File: src/design/fwhc_pkg.sv
// Shared types, constants, the FNV-1a byte step and the word fold for the word hash combine unit.
`default_nettype none

package fwhc_pkg;

    localparam int unsigned WORD_W = 64;
    localparam int unsigned BYTE_W = 8;
    localparam int unsigned NUM_BYTES = WORD_W / BYTE_W;

    localparam logic [WORD_W-1:0] FNV_BASIS = 64'hcbf29ce484222325;
    // The FNV-1a 64-bit prime is 2^40 + 0x1b3.
    localparam logic [WORD_W-1:0] FNV_PRIME_LO = 64'h00000000000001b3;
    localparam int unsigned FNV_PRIME_SHIFT = 40;
    localparam logic [WORD_W-1:0] MIX_CONST = 64'h9e3779b97f4a7c15;

    typedef struct packed {
        logic [WORD_W-1:0] fnv;
        logic              first;
        logic              last;
    } t_item;

    function automatic logic [WORD_W-1:0] fnv_step(
        input logic [WORD_W-1:0] h,
        input logic [BYTE_W-1:0] b
    );
        logic [WORD_W-1:0] x;
        logic [WORD_W-1:0] lo;
        x = h ^ {{(WORD_W-BYTE_W){1'b0}}, b};
        lo = x * FNV_PRIME_LO;
        return lo + {x[WORD_W-FNV_PRIME_SHIFT-1:0], {FNV_PRIME_SHIFT{1'b0}}};
    endfunction

    function automatic logic [WORD_W-1:0] fold_word(
        input logic [WORD_W-1:0] h,
        input logic [WORD_W-1:0] f
    );
        return h ^ (MIX_CONST + (h << 6) + (h >> 2) + f);
    endfunction

endpackage

`default_nettype wire

File: src/design/fwhc_back.sv
// Back end: folds word hashes into the running hash and holds the finished record hash.
`default_nettype none

module fwhc_back (
    input  wire logic                        i_clk,
    input  wire logic                        i_rst_n,
    input  wire logic                        i_pop_valid,
    output logic                             o_pop_ready,
    input  wire fwhc_pkg::t_item             i_pop_item,
    output logic                             o_valid,
    input  wire logic                        i_ready,
    output logic [fwhc_pkg::WORD_W-1:0]      o_hash
);
    import fwhc_pkg::*;

    logic [WORD_W-1:0] r_hash;
    logic [WORD_W-1:0] n_hash;
    logic [WORD_W-1:0] r_out;
    logic              r_out_vld;
    logic              pop;

    assign o_pop_ready = !r_out_vld || i_ready;
    assign pop         = i_pop_valid && o_pop_ready;
    assign n_hash      = i_pop_item.first ? i_pop_item.fnv
                                          : fold_word(r_hash, i_pop_item.fnv);

    always_ff @(posedge i_clk) begin
        if (!i_rst_n) begin
            r_hash    <= '0;
            r_out_vld <= 1'b0;
        end else begin
            if (pop) begin
                r_hash <= n_hash;
            end
            if (pop && i_pop_item.last) begin
                r_out_vld <= 1'b1;
            end else if (i_ready) begin
                r_out_vld <= 1'b0;
            end
        end
    end

    always_ff @(posedge i_clk) begin
        if (pop && i_pop_item.last) begin
            r_out <= n_hash;
        end
    end

    assign o_valid = r_out_vld;
    assign o_hash  = r_out;

endmodule

`default_nettype wire
File: config.mk
export PLATFORM = sky130hd
export DESIGN_NAME = fwhc_back
export DESIGN_NICKNAME = d
export VERILOG_FILES = /design/src/design/fwhc_pkg.sv /design/src/design/fwhc_back.sv
export SDC_FILE = /design/constraint.sdc
export NUM_CORES = 1
export LEC_CHECK = 0
export BUFFER_PORTS_ARGS = -buffer_cell sky130_fd_sc_hd__buf_4
export CAP_MARGIN = 20
export CORE_MARGIN = 5
export CORE_UTILIZATION = 60
export CTS_CLUSTER_DIAMETER = 200
export DETAILED_ROUTE_END_ITERATION = 6
export MAX_ROUTING_LAYER = met4
export PLACE_DENSITY_LB_ADDON = 0.2
export RECOVER_POWER = 50
export SLEW_MARGIN = 10
export SYNTH_ARGS = -nofsm -noshare
export SYNTH_HDL_FRONTEND = slang
export SYNTH_SLANG_ARGS = --single-unit
File: constraint.sdc
create_clock -name i_clk -period 5.05 [get_ports i_clk]
set_input_delay 0.7575 -clock i_clk [delete_from_list [all_inputs] [get_ports i_clk]]
set_output_delay 0.7575 -clock i_clk [all_outputs]
set_load 0.01 [all_outputs]
# Word-level counts from Yosys, hierarchy flattened
# Index checks and enable logic that the tools add are counted.
[totals]
word_cells = 15
in_bits = 70
register_bits = 129
[op_classes]
reduce_logical = 5
n_mux = 3
add_sub_neg = 3
bitwise_logic = 1
[ops]
columns = ["op", "n"]
rows = [
  ["64-bit by 62-bit adder with 64-bit output", 1],
  ["64-bit adder", 1],
  ["64-bit adder (first input constant)", 1],
  ["64-bit two-way mux", 1],
  ["64-bit XOR", 1],
  ["1-bit logical AND", 2],
  ["1-bit two-way mux", 2],
  ["2-bit nonzero test", 1],
  ["1-bit zero test", 1],
  ["1-bit logical OR", 1],
]

# Depth between registers and ports, before layout
# Gate-level depths: netlist (run 1).
[depth]
word_depth = 5
depth_mapped = 17
ltp_nobuf = 17

# Worst setup path after synthesis (run 1)
# Ideal clock, no wire load.
[synth_path]
kind = "input to register"
startpoint = "input i_pop_item[11] in the netlist's numbering"
endpoint = "register r_out[56], in the netlist o_hash[56], data pin"
n_path_buf = 0
arrival_ns = 3.842
required_time_ns = 4.796
setup_time_ns = 0.254
path_stages = 15
slack_ns = 0.954
cell_sequence = "inv_1 -> fa_1 -> inv_1 -> fa_1 -> ha_1 -> and4_1 -> o21ai_1 -> a21oi_2 -> a31oi_1 -> o31ai_2 -> a21oi_2 -> o21ai_1 -> mux2_1 -> nor2_1 -> inv_1"
[synth_between]
elab_chain_cells = 3
[synth_lines]
columns = ["item", "line_no", "source"]
rows = [
  ["from (decl)", "fwhc_back.sv:9", "input wire fwhc_pkg::t_item i_pop_item,"],
  ["64-bit adder", "fwhc_pkg.sv:37", "return h ^ (MIX_CONST + (h << 6) + (h >> 2) + f);"],
  ["64-bit XOR", "fwhc_pkg.sv:37", ""],
  ["64-bit two-way mux", "fwhc_back.sv:24", "assign n_hash = i_pop_item.first ? i_pop_item.fnv"],
  ["net n_hash[56]", "fwhc_back.sv:17", "logic [WORD_W-1:0] n_hash;"],
  ["to (signal assigned)", "fwhc_back.sv:45", "r_out <= n_hash;"],
  ["to (decl)", "fwhc_back.sv:18", "logic [WORD_W-1:0] r_out;"],
]
# The timed path passes the listed nets, and every way through them passes these cells.
# A chain may end at the register's enable or synchronous reset.

# Final worst setup path (run 1)
[layout_path]
startpoint = "input i_pop_item[1] in the netlist's numbering"
endpoint = "register r_out[56], in the netlist o_hash[56], data pin"
[layout_between]
elab_chain_cells = 1
[layout_lines]
columns = ["item", "line_no"]
rows = [
  ["64-bit two-way mux", "fwhc_back.sv:24"],
  ["net n_hash[56]", "fwhc_back.sv:17"],
]
# The timed path passes the listed nets, and every way through them passes these cells.

==> summary.txt, run 1 <==
Detailed routing
  – WL/cell: 18.0 um
  – Number of DRC markers in iteration 0: 747
  – DR vias: 10300
  – DRC violations left: 0
  – Total length of routed wires: 32.7 mm
  – Router iterations before antenna repair: 5
  – Final ANT Viol Nets: 0
  – Via density per instance: roughly 5.7

Min path
  – Hold Path Sink: r_hash[4]
  – Hold path depth: 2
  – Hold path start: r_hash[4]
  – Min-delay worst type: reg2reg

STA
  – Final TNS setup: 0 ns
  – Minimum clock period: 4.45 ns
  – Worst slew pin tran: 3.57 ns
  – Slew margin rel.: -1.38
  – Final setup fails: 0
  – Hold Fails Final Rpt: 0
  – Final Max Tran Viols: between 100 and 150
  – Fmax: around 220 MHz
  – Final worst setup slack: roughly 0.60 ns
  – Setup Skew: roughly 0.017 ns
  – Fin crit share: 0.881
  – RSZ-0062 raised after global routing: no

Logic synthesis
  – Post-Syn Area: between 0.01 and 0.015 mm^2
  – Post-synth EDFFs: 64
  – Synth Flop Type: dfxtp_1
  – Top cells by area, synth: edfxtp_1 16%, ha_1 13%, dfxtp_1 11%
  – Syn Area/Cell: 8.54 um^2
  – Commonest cells post-synth: 235 x inv_1, 151 x nand2_1, 130 x ha_1
  – Yosys warning count: 0
  – Register area share after synthesis: 0.263
  – Library cells used by synthesis: 78
  – Synth area leader: edfxtp_1
  – Async SR Flop Fraction: 0
  – Yosys reg bits: 129
  – Synthesized Nets: 1693
  – Area share of the largest cell type after synthesis: 0.157
  – Cells after Synth: 1436
  – Most frequent cell after synthesis: inv_1

CTS
  – Max Buffers Root-to-Sink: 2
  – Clk Latency, worst-skew pair: 0.44 ns
  – CTS Buf Count: 17
  – Htree depth: 4
  – Sink Count: 129
  – Setup Fix Bufs, Post-CTS: 0
  – PostCTS Resize Cnt: 0
  – Root Buffer: clkbuf_16
  – CTS tree: done
  – Clock slew at reported path FFs: approximately 0.060 ns
  – CTS Hold Bufs: 0

Setup path
  – Worst reg2reg path startpoint: r_hash[6]
  – Worst reg2reg endpoint: o_hash[56]
  – Worst-path fanout max: 78
  – Crit path DAT: 4.63 ns
  – WS Path Type: in2reg
  – Worst endpoint required time: ~5.2 ns
  – Crit path launch type: input pin
  – Reg2reg setup slack: roughly 0.71 ns
  – Worst setup EP type: register
  – Reg2reg path depth: 15

Floorplan
  – Initial Util: 0.608
  – DIE WIDTH: 153 um
  – Die Y: 153 um
  – Die area: 0.0234 mm^2
  – Ports: 136
  – Core Footprint: 0.0202 mm^2
  – Row Count: 52

GRT
  – Remaining Overflow, GRT: 0
  – Global Route Usage Sum: 0.289
  – Largest net degree at the start of global routing: 90
  – Antenna violations before repair: 0
  – Vias in the first global route: 10200
  – First-pass GRT wire length: 53.4 mm

Place
  – HPWL Detailed: 25.5 mm
  – PortBufs: 135
  – Pre-CTS setup slack: 0.380 ns
  – RePlAce Congestion: about 0.96

Run status
  – Status: complete, but fails checks
  – Failing checks: max-capacitance violations, max-slew violations

Finish
  – Diode count: 0
  – Area grow syn2layout: 12.1%
  – Proportion of layout cells with a drive suffix above 1: 0.0928
  – Fin nets: 1796

Job
  – Max-cap violations: 2
[worst max path at each step]
stage,startpoint,endpoint,slack [ns],depth (start not counted)
floorplan,i_pop_item[11],o_hash[56],0.95,15
global placement,i_pop_item[9],o_hash[56],0.50,16
detailed placement,i_pop_item[11],o_hash[56],0.38,16
CTS,i_pop_item[11],o_hash[56],0.74,16
global route,i_pop_item[1],o_hash[56],0.30,6
finish,i_pop_item[1],o_hash[56],0.60,6
[metal layers]
metal	GRT usage	wire [um]	vias up
met1	0.382	14700	4862
li1	-	-	5059
met4	0.0798	641	0
met2	0.465	15200	383
met3	0.0452	2090	43
met5	-	0	-
[worst max-delay path: stages]
cell	delay [ns]
clkbuf_2	0.40
clkbuf_1	2.55
nor3_1	0.22
mux2_1	0.45
nor2_1	0.17
inv_1	0.07
[stage by stage]
| stage | hold WS, ns | std cells | utilization | instance area, um^2 |
|---|---|---|---|---|
| after floorplan | 0.443 | 1436 | - | 12300 |
| after global placement | 0.455 | 1790 | 0.667 | 13400 |
| after detailed placement | 0.461 | 1790 | 0.667 | 13400 |
| after CTS | 0.469 | 1821 | 0.695 | 14000 |
| after global routing | 0.511 | 1821 | 0.682 | 13800 |
| final | 0.468 | 1821 | 0.682 | 13800 |
[final cells by class]
class	count	area [um^2]
sequential	129	3220
fill	1703	6420
clock inverter	13	136
tap	270	338
inverter	235	882
multi-input combinational	1014	7940
timing repair buffer	142	805
clock buffer	18	429
[flip-flops by register name, indices dropped and copies added, names as in the netlist]
signal,cells
r_hash,64
o_valid,1
o_hash,64
[cell usage in the layout, fill, tap and decap left out, drive strengths merged, types with 64 or more instances in the layout]
cell,instances
clkbuf,89
o21ai,64
inv,238
xnor2,84
dfxtp,65
nand2,151
a21oi,110
buf,71
ha,130
edfxtp,64
nor2,76
[cells by family (layout without fill, tap and decap cells)]
family | after synthesis | in the layout | synth area share
DFF | 129 | 129 | 0.263
AOI/OAI and AO/OA | 338 | 338 | 0.188
and+or+nand+nor | 350 | 350 | 0.131
muxes | 24 | 24 | 0.0202
adders and majority gates | 187 | 187 | 0.226
xor gates and xnor gates | 115 | 115 | 0.0827
buffers and inverters | 293 | 408 | 0.0904
Power of run 1 is not shown: default switching activity piles up to over one toggle a cycle in this logic, so the estimate is an artifact.
==> run 2, diff against run 1 <==
Settings changed: ABC_AREA from default to 1.
==> summary.txt, run 2 <==
CTS
  – Sink Count: 129 (unchanged)
  – Root Buffer: clkbuf_16
  – Setup Fix Bufs, Post-CTS: 0 (unchanged)
  – Htree depth: 4 (unchanged)
  – CTS Hold Bufs: 0 (unchanged)
  – Clk Latency, worst-skew pair: 0.44 ns (about the same)
  – Max Buffers Root-to-Sink: 2 (unchanged)
  – CTS Buf Count: 17 (unchanged)
  – Clock slew at reported path FFs: 0.07 ns (about the same)
  – CTS tree: done
  – PostCTS Resize Cnt: 0 (unchanged)

Floorplan
  – Core Footprint: 0.0233 mm^2 (+16%)
  – Initial Util: 0.606 (-0.00239)
  – DIE WIDTH: 163 um (+6.9%)
  – Row Count: 56 (+7.7%)
  – Die area: 0.0267 mm^2 (+14%)
  – Die Y: 163 um (+6.9%)
  – Ports: 136 (unchanged)

Logic synthesis
  – Commonest cells post-synth: 662 x nand2_1, 606 x inv_1, 130 x ha_1
  – Library cells used by synthesis: 33 (-58%)
  – Most frequent cell after synthesis: nand2_1
  – Synth Flop Type: dfxtp_1
  – Synth area leader: nand2_1
  – Top cells by area, synth: nand2_1 18%, inv_1 16%, edfxtp_1 14%
  – Yosys reg bits: 129 (unchanged)
  – Post-Syn Area: 0.0141 mm^2 (+15%)
  – Area share of the largest cell type after synthesis: 0.176 (+0.0191)
  – Synthesized Nets: 2462 (+45%)
  – Register area share after synthesis: 0.228 (-0.0347)
  – Syn Area/Cell: 6.41 um^2 (-25%)
  – Post-synth EDFFs: 64 (unchanged)
  – Cells after Synth: 2205 (+54%)
  – Yosys warning count: 0 (unchanged)
  – Async SR Flop Fraction: 0 (unchanged)

Place
  – Placed Instances: 2632 (+47%)
  – PortBufs: 135 (unchanged)
  – RePlAce Congestion: 1.08 (+13%)
  – Placed inst area: 0.0155 mm^2 (+15%)
  – HPWL Detailed: 38.5 mm (+51%)

Setup path
  – Crit path launch type: register
  – Worst reg2reg endpoint: o_hash[43]
  – Reg2reg setup slack: 1.39 ns (+0.68 ns)
  – Reg2reg path depth: 17 (+2)
  – Worst endpoint required time: 5.24 ns (about the same)
  – Worst-path fanout max: 4 (-95%)
  – Worst setup EP type: register
  – Crit path DAT: 3.85 ns (-0.78 ns)
  – WS Path Type: reg2reg
  – Worst reg2reg path startpoint: r_hash[3]

GRT
  – Antenna violations before repair: 0 (unchanged)
  – First-pass GRT wire length: 72.2 mm (+35%)
  – Largest net degree at the start of global routing: 65 (-28%)
  – Remaining Overflow, GRT: 0 (unchanged)
  – Global Route Usage Sum: 0.363 (+0.0743)
  – Vias in the first global route: 13800 (+35%)

Detailed routing
  – DR vias: 13900 (+34%)
  – WL/cell: 17.5 um (-2.5%)
  – Total length of routed wires: 46.6 mm (+43%)
  – Final ANT Viol Nets: 0 (unchanged)
  – Router iterations before antenna repair: 6 (+1)
  – DRC violations left: 0 (unchanged)
  – Number of DRC markers in iteration 0: 1145 (+53%)
  – Via density per instance: 5.20 (-8.5%)

STA
  – Fin crit share: 0.725 (-0.156)
  – RSZ-0062 raised after global routing: no
  – Minimum clock period: 3.66 ns (-0.787 ns)
  – Slew margin rel.: -0.768 (+0.611)
  – Worst slew pin tran: 2.65 ns (-0.917 ns)
  – Setup Skew: 0.0159 ns (-0.00142 ns)
  – Final TNS setup: 0 ns (unchanged)
  – Fmax: 273 MHz (+21%)
  – Final Max Tran Viols: 118 (+0.85%)
  – Final setup fails: 0 (unchanged)
  – Hold Fails Final Rpt: 0 (unchanged)

Job
  – Max-cap violations: 3 (+1)

Finish
  – Post-route cell area: 0.0158 mm^2 (+15%)
  – Area grow syn2layout: 12.1% (about the same)
  – Core Util, Final: 0.679 (-0.00260)
  – Diode count: 0 (unchanged)
  – Proportion of layout cells with a drive suffix above 1: 0.0682 (-0.0246)
  – Fin nets: 2589 (+44%)
  – # fillers: 2133 (+25%)
  – Commonest cells after routing, fill and taps aside: 662 x nand2_1, 606 x inv_1, 130 x ha_1
  – Final Non-Filler Cells: 2664 (+46%)
  – Commonest non-fill, non-tap cell in the layout: nand2_1

Min path
  – Hold Path Sink: o_valid
  – Hold path start: i_rst_n
  – Min-delay worst type: in2reg
  – Hold path depth: 3 (+1)

Pwr
  – Worst VDD drop: approximately 0.27 mV
  – Pleak: 9.29 nW
  – Pwr Density: 534 mW/mm^2
  – Tot Pwr: 8.47 mW

Run status
  – Failing checks: max-capacitance violations, max-slew violations
  – Status: complete, but fails checks
## run 2: cells by family after synthesis
family | after synthesis | share of synthesized area
xor+xnor | 75 | 0.0465
buf+inv | 650 | 0.173
flops | 129 | 0.228
fa+ha+maj | 187 | 0.196
compound gates | 191 | 0.0702
simple gates | 973 | 0.287
## run 2: per-stage QoR
step | hold slack [ns] | worst slack (ns)
final | 0.558 | 1.39
after global routing | 0.565 | 1.13
after CTS | 0.554 | 1.41
after detailed placement | 0.614 | 1.02
after floorplan | 0.568 | 0.605
after global placement | 0.586 | 1.03
## run 2: layer usage
layer  global-route usage  routed length, um
met2                0.644              23200
met3               0.0401               2430
met4                0.215               3280
met5                    -                  0
met1                0.392              17700
## run 2: worst max-delay path, cell delays in order (launching register included)
cell	delay [ns]
dfxtp_1	0.38
inv_1	0.13
fa_1	0.39
inv_1	0.07
fa_1	0.42
ha_1	0.36
nand2_1	0.20
inv_1	0.06
nand2_1	0.06
nand2_1	0.10
inv_1	0.07
nand3_1	0.23
nand3_1	0.20
nand2_1	0.12
nand2_1	0.24
nand3_1	0.12
nand3_1	0.14
nand2_1	0.11
## run 2: worst max path at each step
stage	cells past startpoint	slack, ns	end	start
floorplan	5	0.61	o_hash[0]	i_ready
global placement	15	1.03	o_hash[50]	i_pop_item[31]
finish	17	1.39	o_hash[43]	r_hash[3]
global route	20	1.13	r_hash[35]	r_hash[3]
detailed placement	20	1.02	r_hash[35]	i_pop_item[11]
CTS	19	1.41	r_hash[35]	r_hash[3]
## run 2: where the power goes
group | total [mW] | switching [mW] | internal [mW]
sequential | 1.44 | 0.110 | 1.33
clock | 1.39 | 0.554 | 0.833
combinational | 5.64 | 3.79 | 1.84
total | 8.47 | 4.46 | 4.01
## run 2: area by class of cell
type / count / area [um^2] / share of cell area
Multi-Input combinational cell: 1426 / 8470 / 0.535
Sequential cell: 129 / 3220 / 0.203
Inverter: 617 / 2320 / 0.146
Timing Repair Buffer: 141 / 801 / 0.0505
Clock buffer: 17 / 425 / 0.0268
Tap cell: 319 / 399 / 0.0252
Clock inverter: 15 / 206 / 0.0130
Note: power is estimated with default switching activity, not from simulation.
