File: src/design/fwhc_pkg.sv
// Shared types, constants, the FNV-1a byte step and the word fold for the word hash combine unit.
`default_nettype none

package fwhc_pkg;

    localparam int unsigned WORD_W = 64;
    localparam int unsigned BYTE_W = 8;
    localparam int unsigned NUM_BYTES = WORD_W / BYTE_W;

    localparam logic [WORD_W-1:0] FNV_BASIS = 64'hcbf29ce484222325;
    // The FNV-1a 64-bit prime is 2^40 + 0x1b3.
    localparam logic [WORD_W-1:0] FNV_PRIME_LO = 64'h00000000000001b3;
    localparam int unsigned FNV_PRIME_SHIFT = 40;
    localparam logic [WORD_W-1:0] MIX_CONST = 64'h9e3779b97f4a7c15;

    typedef struct packed {
        logic [WORD_W-1:0] fnv;
        logic              first;
        logic              last;
    } t_item;

    function automatic logic [WORD_W-1:0] fnv_step(
        input logic [WORD_W-1:0] h,
        input logic [BYTE_W-1:0] b
    );
        logic [WORD_W-1:0] x;
        logic [WORD_W-1:0] lo;
        x = h ^ {{(WORD_W-BYTE_W){1'b0}}, b};
        lo = x * FNV_PRIME_LO;
        return lo + {x[WORD_W-FNV_PRIME_SHIFT-1:0], {FNV_PRIME_SHIFT{1'b0}}};
    endfunction

    function automatic logic [WORD_W-1:0] fold_word(
        input logic [WORD_W-1:0] h,
        input logic [WORD_W-1:0] f
    );
        return h ^ (MIX_CONST + (h << 6) + (h >> 2) + f);
    endfunction

endpackage

`default_nettype wire

File: src/design/fwhc_queue.sv
// Small FIFO that decouples the hashing front end from the combining back end.
`default_nettype none

module fwhc_queue #(
    parameter int unsigned DEPTH = 4
) (
    input  wire logic            i_clk,
    input  wire logic            i_rst_n,
    input  wire logic            i_push_valid,
    output logic                 o_push_ready,
    input  wire fwhc_pkg::t_item i_push_item,
    output logic                 o_pop_valid,
    input  wire logic            i_pop_ready,
    output fwhc_pkg::t_item      o_pop_item
);
    import fwhc_pkg::*;

    localparam int unsigned PTR_W = (DEPTH > 1) ? $clog2(DEPTH) : 1;
    localparam int unsigned CNT_W = $clog2(DEPTH + 1);
    localparam logic [PTR_W-1:0] LAST_PTR = PTR_W'(DEPTH - 1);
    localparam logic [CNT_W-1:0] FULL_CNT = CNT_W'(DEPTH);

    t_item             r_mem [DEPTH];
    logic [PTR_W-1:0]  r_wr_ptr;
    logic [PTR_W-1:0]  r_rd_ptr;
    logic [CNT_W-1:0]  r_count;
    logic              push;
    logic              pop;

    assign o_push_ready = (r_count != FULL_CNT);
    assign o_pop_valid  = (r_count != '0);
    assign push         = i_push_valid && o_push_ready;
    assign pop          = o_pop_valid && i_pop_ready;
    assign o_pop_item   = r_mem[r_rd_ptr];

    always_ff @(posedge i_clk) begin
        if (push) begin
            r_mem[r_wr_ptr] <= i_push_item;
        end
    end

    always_ff @(posedge i_clk) begin
        if (!i_rst_n) begin
            r_wr_ptr <= '0;
            r_rd_ptr <= '0;
            r_count  <= '0;
        end else begin
            if (push) begin
                r_wr_ptr <= (r_wr_ptr == LAST_PTR) ? '0 : r_wr_ptr + 1'b1;
            end
            if (pop) begin
                r_rd_ptr <= (r_rd_ptr == LAST_PTR) ? '0 : r_rd_ptr + 1'b1;
            end
            if (push && !pop) begin
                r_count <= r_count + 1'b1;
            end else if (pop && !push) begin
                r_count <= r_count - 1'b1;
            end
        end
    end

endmodule

`default_nettype wire

File: config.mk
export PLATFORM = sky130hd
export DESIGN_NAME = fwhc_queue
export DESIGN_NICKNAME = d
export VERILOG_FILES = /design/src/design/fwhc_pkg.sv /design/src/design/fwhc_queue.sv
export SDC_FILE = /design/constraint.sdc
export NUM_CORES = 1
export LEC_CHECK = 0
export BUFFER_PORTS_ARGS = -buffer_cell sky130_fd_sc_hd__buf_2
export CAP_MARGIN = 10
export CORE_ASPECT_RATIO = 1.75
export CORE_UTILIZATION = 50
export CTS_CLUSTER_DIAMETER = 60
export DETAILED_ROUTE_END_ITERATION = 6
export GPL_TIMING_DRIVEN = 0
export PLACE_DENSITY = 0.71
export SYNTH_ARGS = -nofsm -noshare
export SYNTH_HDL_FRONTEND = slang
export SYNTH_SLANG_ARGS = --single-unit
File: constraint.sdc
create_clock -name i_clk -period 4 [get_ports i_clk]
set_input_delay 0.6 -clock i_clk [delete_from_list [all_inputs] [get_ports i_clk]]
set_output_delay 0.6 -clock i_clk [all_outputs]
set_load 0.03 [all_outputs]
# After elaboration in Yosys (flattened, before gate mapping)
# Memories as Yosys holds them, arrays and structs flattened. A register that Yosys moved wholly into a read port is not among the register bits.
# Cells that the tools add are included.
[classes]
n_eq_ne = 3
n_mux = 8
addsub = 4
n_reduce_logical = 8
[op_table]
columns = ["operator", "n"]
rows = [
  ["2-bit 2-to-1 mux", 4],
  ["3-bit 2-to-1 mux", 2],
  ["2-bit by 1-bit adder with 2-bit output, second input constant", 2],
  ["2-bit equality test, second input constant", 2],
  ["1-bit logical AND", 4],
  ["3-bit by 1-bit adder with 3-bit output, second input constant", 1],
  ["3-bit != test, second input constant", 1],
  ["3-bit nonzero test", 1],
  ["3-bit by 1-bit subtractor with 3-bit output, second input constant", 1],
  ["1-bit zero test", 2],
  ["1-bit 2-to-1 mux", 2],
  ["2-bit nonzero test", 1],
]
[totals]
out_inout_bits = 68
input_bits = 70
ram_bits = 264
mem_count = 1
elab_cells = 27
reg_bits = 7
[mem_list]
columns = ["memory", "depth", "word_bits", "rd", "rd_ports_with_merged_regs", "wr", "line", "source"]
rows = [
  ["r_mem", 4, 66, 1, 1, 1, "fwhc_queue.sv:23", "t_item r_mem [DEPTH];"],
]

# Depth between registers and ports, before layout
# Gate-level depths: netlist of the first run.
[depth]
depth_word = 6
depth_mapped = 9
mapped_depth_nobuf = 8

# Worst setup path after synthesis of the first run
# OpenSTA, ideal clock, no wires.
[synth_timing]
kind = "register to register"
from = "register r_count[0]"
to = "register r_count[2]"
required_ns = 3.924
path_buffers = 0
path_stages_with_launch = 8
arrival_ns = 2.128
setup_slack_ns = 1.796
path_cell_list = "dfxtp_1 > o31ai_1 > ha_1 > inv_1 > fa_1 > xor2_1 > or3_2 > a21boi_0"
[synth_via]
elab_chain_len = 5
word_cells_on_any_way = 13
[synth_lines]
columns = ["item", "line", "source"]
rows = [
  ["from (decl)", "fwhc_queue.sv:26", "logic [CNT_W-1:0] r_count;"],
  ["from (signal assigned)", "fwhc_queue.sv:55", "r_count <= r_count + 1'b1;"],
  ["from (signal assigned)", "fwhc_queue.sv:57", "r_count <= r_count - 1'b1;"],
  ["branches (longest 5 deep; another with 3-bit by 1-bit subtractor with 3-bit output)", "--", ""],
]
# Parallel ways; which one is timed is not known. The select of a mux whose other input is x is not followed.
# A chain may end at the register's enable or synchronous reset.

==> impl_results.md, run 1 <==
* Status: finished clean
* # port buffers at 137
* Slew headroom at 0.560
* RSZ-0062 raised after global routing: false
* Number of fill cells at 1,423
* Setup Viol. Count Final at 0
* Die span in y at 189 um
* Area growth syn-to-layout at 17.6%
* Reg-to-reg critical path endpoint: r_count[2]
* Clock slew at reported path FFs at 0.06 ns
* Yosys cell types at 27
* Ys Warns at 0
* Grt peak-use layer: met2
* M2 GR Usage at 0.322
* Routed Antenna Nets at 0
* Final Critical Period at 2.68 ns
* Core Region at 19,700 um2
* N_diodes at 0
* Routed length per instance at 21.2 um
* Share of cells above drive strength 1 at 0.442
* Commonest non-fill, non-tap cell in the layout: edfxtp_1
* Post-Route Setup TNS at 0 ns
* Detail Placement HPWL at 10,800 um
* Total track usage at 0.175
* Sequential area share after synthesis at 0.811
* Maximum clock rate at 373 MHz
* Hold Violations, Final at 0
* CP Max Fanout at 10
* GRT met3 Usage at 0.0361
* Die area at 20,600 um2
* CTS Buf Count at 23
* Largest net degree at the start of global routing at 36
* CP endpoint kind: output port
* CP Class: reg -> out
* Met1 GRT Util at 0.201
* Layout Cells excl Fill at 820
* CTS tree: done
* Final Wtd Congestion at 0.671
* Hold Crit Endpoint: r_mem[1][65]
* Worst Hold Launch: i_push_item[65]
* Post-Synthesis Net Count at 472
* R2R Setup Slk at 1.52 ns
* Root Driver: clkbuf_16
* Worst reg2reg path depth at 7
* Post-Syn Area at 10,000 um2
* Worst slew pin tran at 0.660 ns
* Layout Nets at 638
* Die Width at 109 um
* Seq cells post-synth at 273
* Total Routed Length at 17,400 um
* Initial Util at 0.509
* Post-Synthesis Cells at 395
* Max clock buf depth at 3
* Cts repair resizes at 0
* Mean Syn Cell Area at 25.3 um2
* Fin crit share at 0.669
* Row cnt at 68
* Max cap viols at 0
* CTS H-Tree Depth at 1
* Power density over cell area at 650 nW/um2
* Final Slew Violations at 0
* Post-CTS Hold Buffers at 0
* Drt first pass iters at 4
* CP startpoint kind: register
* WP data required at 3.40 ns
* CTS Sinks at 273
* HP Class: in -> reg
* CP arrival at 2.08 ns
* DR vias at 4,510
* Ports at 138
* DR DRC count at 0
* Clk_lat worst skew at 0.51 ns
* GRT overflow at 0
* Post-CTS Setup Inserts at 0
* Peak VDD IR at 501 uV
* Initial drt markers at 170
* DR vias/cell at 5.50
* FF-to-FF Start: r_count[0]
* Initial antenna violation count at 1
* Total placed cells including tap cells at 781
* First-pass GRT wire length at 26,500 um
* Hold slack at 0.305 ns
* Leakage power at 3.95 nW
* Worst hold path cell count at 1
* Commonest non-fill, non-tap cells in the layout: 264 x edfxtp_1, 144 x buf_2, 66 x mux4_2, 23 x clkbuf_16, 10 x clkbuf_1
* Vias in the first global route at 4,865
* Setup Skew at 0.0151 ns
stage by stage:
stage | utilization | area, um2 | setup WS [ns] | power [mW]
floorplan | - | 10000 | 1.80 | 5.10
global placement | 0.559 | 11000 | 1.39 | 5.64
detailed placement | 0.564 | 11100 | 1.51 | 5.71
CTS | 0.598 | 11800 | 1.24 | 7.74
global route | 0.598 | 11800 | 1.20 | 7.96
finish | 0.598 | 11800 | 1.32 | 7.64
worst max-delay path: stages, from the launching register on:
cell,delay (ns)
dfxtp_1,0.35
buf_4,0.25
buf_6,0.22
mux4_2,0.54
buf_2,0.20
logic make-up (layout without fill, tap and decap cells):
group           count (synthesis)  in the layout  share of synthesized area
compound gates                  6              6                    0.00350
xor+xnor                        2              2                    0.00175
fa+ha+maj                       7              7                    0.00951
buf+inv                        19            199                     0.0121
flops                         273            273                      0.811
mux                            68             68                      0.151
simple gates                   20             20                     0.0118
Yosys cell counts:
master | n | area, um2
o21ai_1 | 1 | 5.00
nor2_1 | 2 | 7.51
a21boi_0 | 1 | 7.51
or3b_1 | 1 | 8.76
xor2_1 | 1 | 8.76
inv_1 | 3 | 11.3
nand2_1 | 5 | 18.8
clkbuf_1 | 3 | 11.3
and2_1 | 1 | 6.26
and3_2 | 4 | 30.0
mux4_2 | 66 | 1490
or3_2 | 2 | 15.0
and2_4 | 1 | 8.76
fa_1 | 1 | 20.0
edfxtp_1 | 264 | 7930
nand3_1 | 2 | 10.0
o31ai_1 | 1 | 7.51
nor2b_1 | 1 | 6.26
ha_1 | 6 | 75.1
buf_6 | 5 | 56.3
buf_4 | 1 | 7.51
xnor2_1 | 1 | 8.76
nand4_1 | 1 | 6.26
mux2i_1 | 2 | 20.0
dfxtp_1 | 9 | 180
buf_2 | 7 | 35.0
o21ai_0 | 3 | 15.0
where the power goes:
group / internal [mW] / total, mW / switching [mW]
logic: 0.785 / 2.06 / 1.28
registers: 3.46 / 3.55 / 0.0828
clock network: 1.12 / 2.03 / 0.910
total: 5.37 / 7.64 / 2.27
final cells by class:
class,count,area (um2),share of cell area
repair buffers,141,766,0.0651
flip-flops and latches,273,8110,0.690
multi-input cells,103,1790,0.152
plain buffers,16,110,0.00936
inverters,3,11.3,0.000958
clock buffers,30,602,0.0512
clock inverters,9,67.6,0.00575
well taps,245,307,0.0261
routing by layer:
metal	vias to the layer above	wire, um	share of wire
li1	2017	-	-
met4	2	342	0.020
met2	113	9700	0.56
met3	28	944	0.054
met5	-	11	0.00063
met1	2350	6400	0.37
how the worst max path moves through the flow:
stage / startpoint / to / slack, ns / cells past startpoint
3_5_place_dp: r_count[0] / r_count[2] / 1.51 / 7
4_1_cts: register / o_pop_item[26] / 1.24 / 4
2_1_floorplan: r_count[0] / r_count[2] / 1.80 / 7
3_3_place_gp: i_push_valid / r_mem[0][36] / 1.39 / 2
5_1_grt: register / o_pop_item[26] / 1.20 / 4
6_report: register / o_pop_item[26] / 1.32 / 4
state kept, by name, summed over array words and instances (netlist names), named ones only:
signal / count
r_mem: 264
r_count: 3
r_rd_ptr: 2
r_wr_ptr: 2
No activity file was read; power rests on OpenSTA's default activity.
==> inputs of run 2 (changes only) <==
--- a/config.mk
+++ b/config.mk
@@ -12,7 +12,7 @@
 export CTS_CLUSTER_DIAMETER = 60
 export DETAILED_ROUTE_END_ITERATION = 6
 export GPL_TIMING_DRIVEN = 0
-export PLACE_DENSITY = 0.71
+export PLACE_DENSITY = 0.74
 export SYNTH_ARGS = -nofsm -noshare
 export SYNTH_HDL_FRONTEND = slang
 export SYNTH_SLANG_ARGS = --single-unit
==> constraint.sdc (replaced) <==
create_clock -name i_clk -period 2.15 [get_ports i_clk]
set_input_delay 0.3225 -clock i_clk [delete_from_list [all_inputs] [get_ports i_clk]]
set_output_delay 0.3225 -clock i_clk [all_outputs]
set_load 0.03 [all_outputs]
==> impl_results.md, run 2 (synthesis results as in run 1) <==
* Fin crit share at 1.03
* CTS Sinks at 273 (unchanged)
* # port buffers at 137 (unchanged)
* Final Wtd Congestion at 0.706 (was 0.671)
* Layout Cells excl Fill at 828 (was 820)
* Hold slack at 0.0258 ns (was 0.305 ns)
* Setup Viol. Count Final at 59 (was 0)
* Slowest stage delay, CP at 0.55 ns (was 0.54 ns)
* Status: complete, but fails checks (was finished clean)
* Total placed cells including tap cells at 781 (unchanged)
* Leakage power at 4.10 nW (was 3.95 nW)
* Largest registers: r_mem: 264 flops, r_count: 3 flops (unchanged)
* CTS tree: done (unchanged)
* CTS H-Tree Depth at 1 (unchanged)
* Initial antenna violation count at 3 (was 1)
* Delay-heaviest family, CP: multiplexers (was buffers and inverters)
* DR vias/cell at 5.53 (was 5.50)
* Routed length on met1 at 6510 um (was 6400 um)
* GRT overflow at 0 (unchanged)
* Routed Antenna Nets at 0 (unchanged)
* First-pass GRT wire length at 26,600 um (was 26,500 um)
* WP data required at 1.83 ns (was 3.40 ns)
* CP Class: reg -> out (unchanged)
* Total Routed Length at 17,600 um (was 17,400 um)
* Initial drt markers at 172 (was 170)
* Clk_lat worst skew at 0.51 ns (about the same)
* Root Driver: clkbuf_16 (unchanged)
* Layout Nets at 644 (was 638)
* Total track usage at 0.175 (about the same)
* Met2 routed WL at 9730 um (was 9700 um)
* Commonest non-fill, non-tap cell in the layout: edfxtp_1 (unchanged)
* Worst slew pin tran at 0.532 ns (was 0.660 ns)
* Core Region at 19,700 um2 (unchanged)
* CP startpoint kind: register (unchanged)
* Max clock buf depth at 3 (unchanged)
* Post-Route Setup TNS at -1.36 ns (was 0 ns)
* Top Metal Used: met4 (was met5)
* Die Width at 109 um (unchanged)
* Max cap viols at 0 (unchanged)
* Slowest cell on crit path: mux4_2 (unchanged)
* Peak VDD IR at 1020 uV (was 501 uV)
* CP endpoint kind: output port (unchanged)
* Largest net degree at the start of global routing at 38 (was 36)
* Routed length per instance at 21.3 um (was 21.2 um)
* Maximum clock rate at 450 MHz
* CTS Buf Count at 23 (unchanged)
* Max reg flops at 264 (unchanged)
* CP Max Fanout at 10 (unchanged)
* Initial Util at 0.509 (unchanged)
* HP Class: in -> reg (unchanged)
* Largest Register: r_mem (unchanged)
* Slew headroom at 0.645 (was 0.560)
* Share of cells above drive strength 1 at 0.466 (was 0.442)
* Vias in the first global route at 4,962 (was 4,865)
* Most used cell, CP: buf_12
* Setup Skew at 0.0151 ns (about the same)
* Hold Violations, Final at 0 (unchanged)
* Die span in y at 189 um (unchanged)
* Buf/Inv on CP at 3 (unchanged)
* CP Cell Sequence: buf_12 -> buf_12 -> mux4_2 -> buf_6 (was buf_4 -> buf_6 -> mux4_2 -> buf_2)
* CP arrival at 1.90 ns (was 2.08 ns)
* Area growth syn-to-layout at 22.0% (was 17.6%)
* DR DRC count at 0 (unchanged)
* Drt first pass iters at 5 (was 4)
* Failing checks: negative setup slack
* Clock slew at reported path FFs at 0.06 ns (about the same)
* Detail Placement HPWL at 10,800 um (about the same)
* DR vias at 4,578 (was 4,510)
* Final Critical Period at 2.22 ns
* Final Slew Violations at 0 (unchanged)
* Commonest non-fill, non-tap cells in the layout: 264 x edfxtp_1, 91 x buf_2, 66 x mux4_2, 44 x buf_6, 23 x clkbuf_16 (was 264 x edfxtp_1, 144 x buf_2, 66 x mux4_2, 23 x clkbuf_16, 10 x clkbuf_1)
* Ports at 138 (unchanged)
* Routed wl met3 at 847 um (was 944 um)
* Die area at 20,600 um2 (unchanged)
* Row cnt at 68 (unchanged)
* Power density over cell area at 1230 nW/um2 (was 650 nW/um2)
* RSZ-0062 raised after global routing: true (was false)
* Post-CTS Hold Buffers at 0 (unchanged)
* Total power at 15.0 mW (was 7.64 mW)
* Worst Slack Setup Final at -0.0698 ns (was 1.32 ns)
run 2: changes by cell type in the layout (fill, tap and decap cells not counted), moves of 2 or more:
cell	change
buf_4	+15
buf_6	+39
dfxtp_4	+4
clkbuf_2	+2
diode_2	+2
dfxtp_1	-4
buf_12	+5
clkinv_1	-2
buf_2	-53
run 2: metrics by stage:
stage,setup slack (ns),util,instance area (um2)
5_1_grt,-0.121,0.621,12200
4_1_cts,-0.0982,0.620,12200
2_1_floorplan,0.00533,-,10000
6_report,-0.0698,0.621,12200
3_5_place_dp,-0.160,0.565,11100
3_3_place_gp,-0.366,0.560,11000
run 2: per-layer routing:
layer	global-route usage	up-vias
met1	0.202	2377
li1	-	2028
met2	0.312	138
met4	0.0748	0
met3	0.0320	35
met5	0	-
run 2: what timing repair did:
item / CTS / global route
pin swaps: 3 / 0
gates resized for setup: 121 / 1
setup endpoints to repair: 68 / 66
setup buffers: 6 / 0
run 2: final cells by class:
class,count,area [um2]
diodes,2,5.00
plain buffers,16,178
clock buffers,31,606
clock inverters,8,65.1
fillers,1348,7450
inverters,3,11.3
multi-input cells,103,1820
flip-flops and latches,273,8120
well taps,245,307
repair buffers,147,1090
run 2: worst paths after layout:
check / start / endpoint / slack (ns) / depth (start not counted)
setup reg to reg: r_count[0] / r_count[2] / 0.09 / 9
hold / removal: i_push_item[17] / r_mem[3][17] / 0.03 / 1
setup / recovery: register / o_pop_item[37] / -0.07 / 4
hold reg to reg: r_wr_ptr[1] / r_wr_ptr[1] / 0.50 / 2
run 2: power by group:
part | switching [mW] | internal, mW
clock network | 1.69 | 2.09
logic | 2.52 | 2.05
registers | 0.164 | 6.47
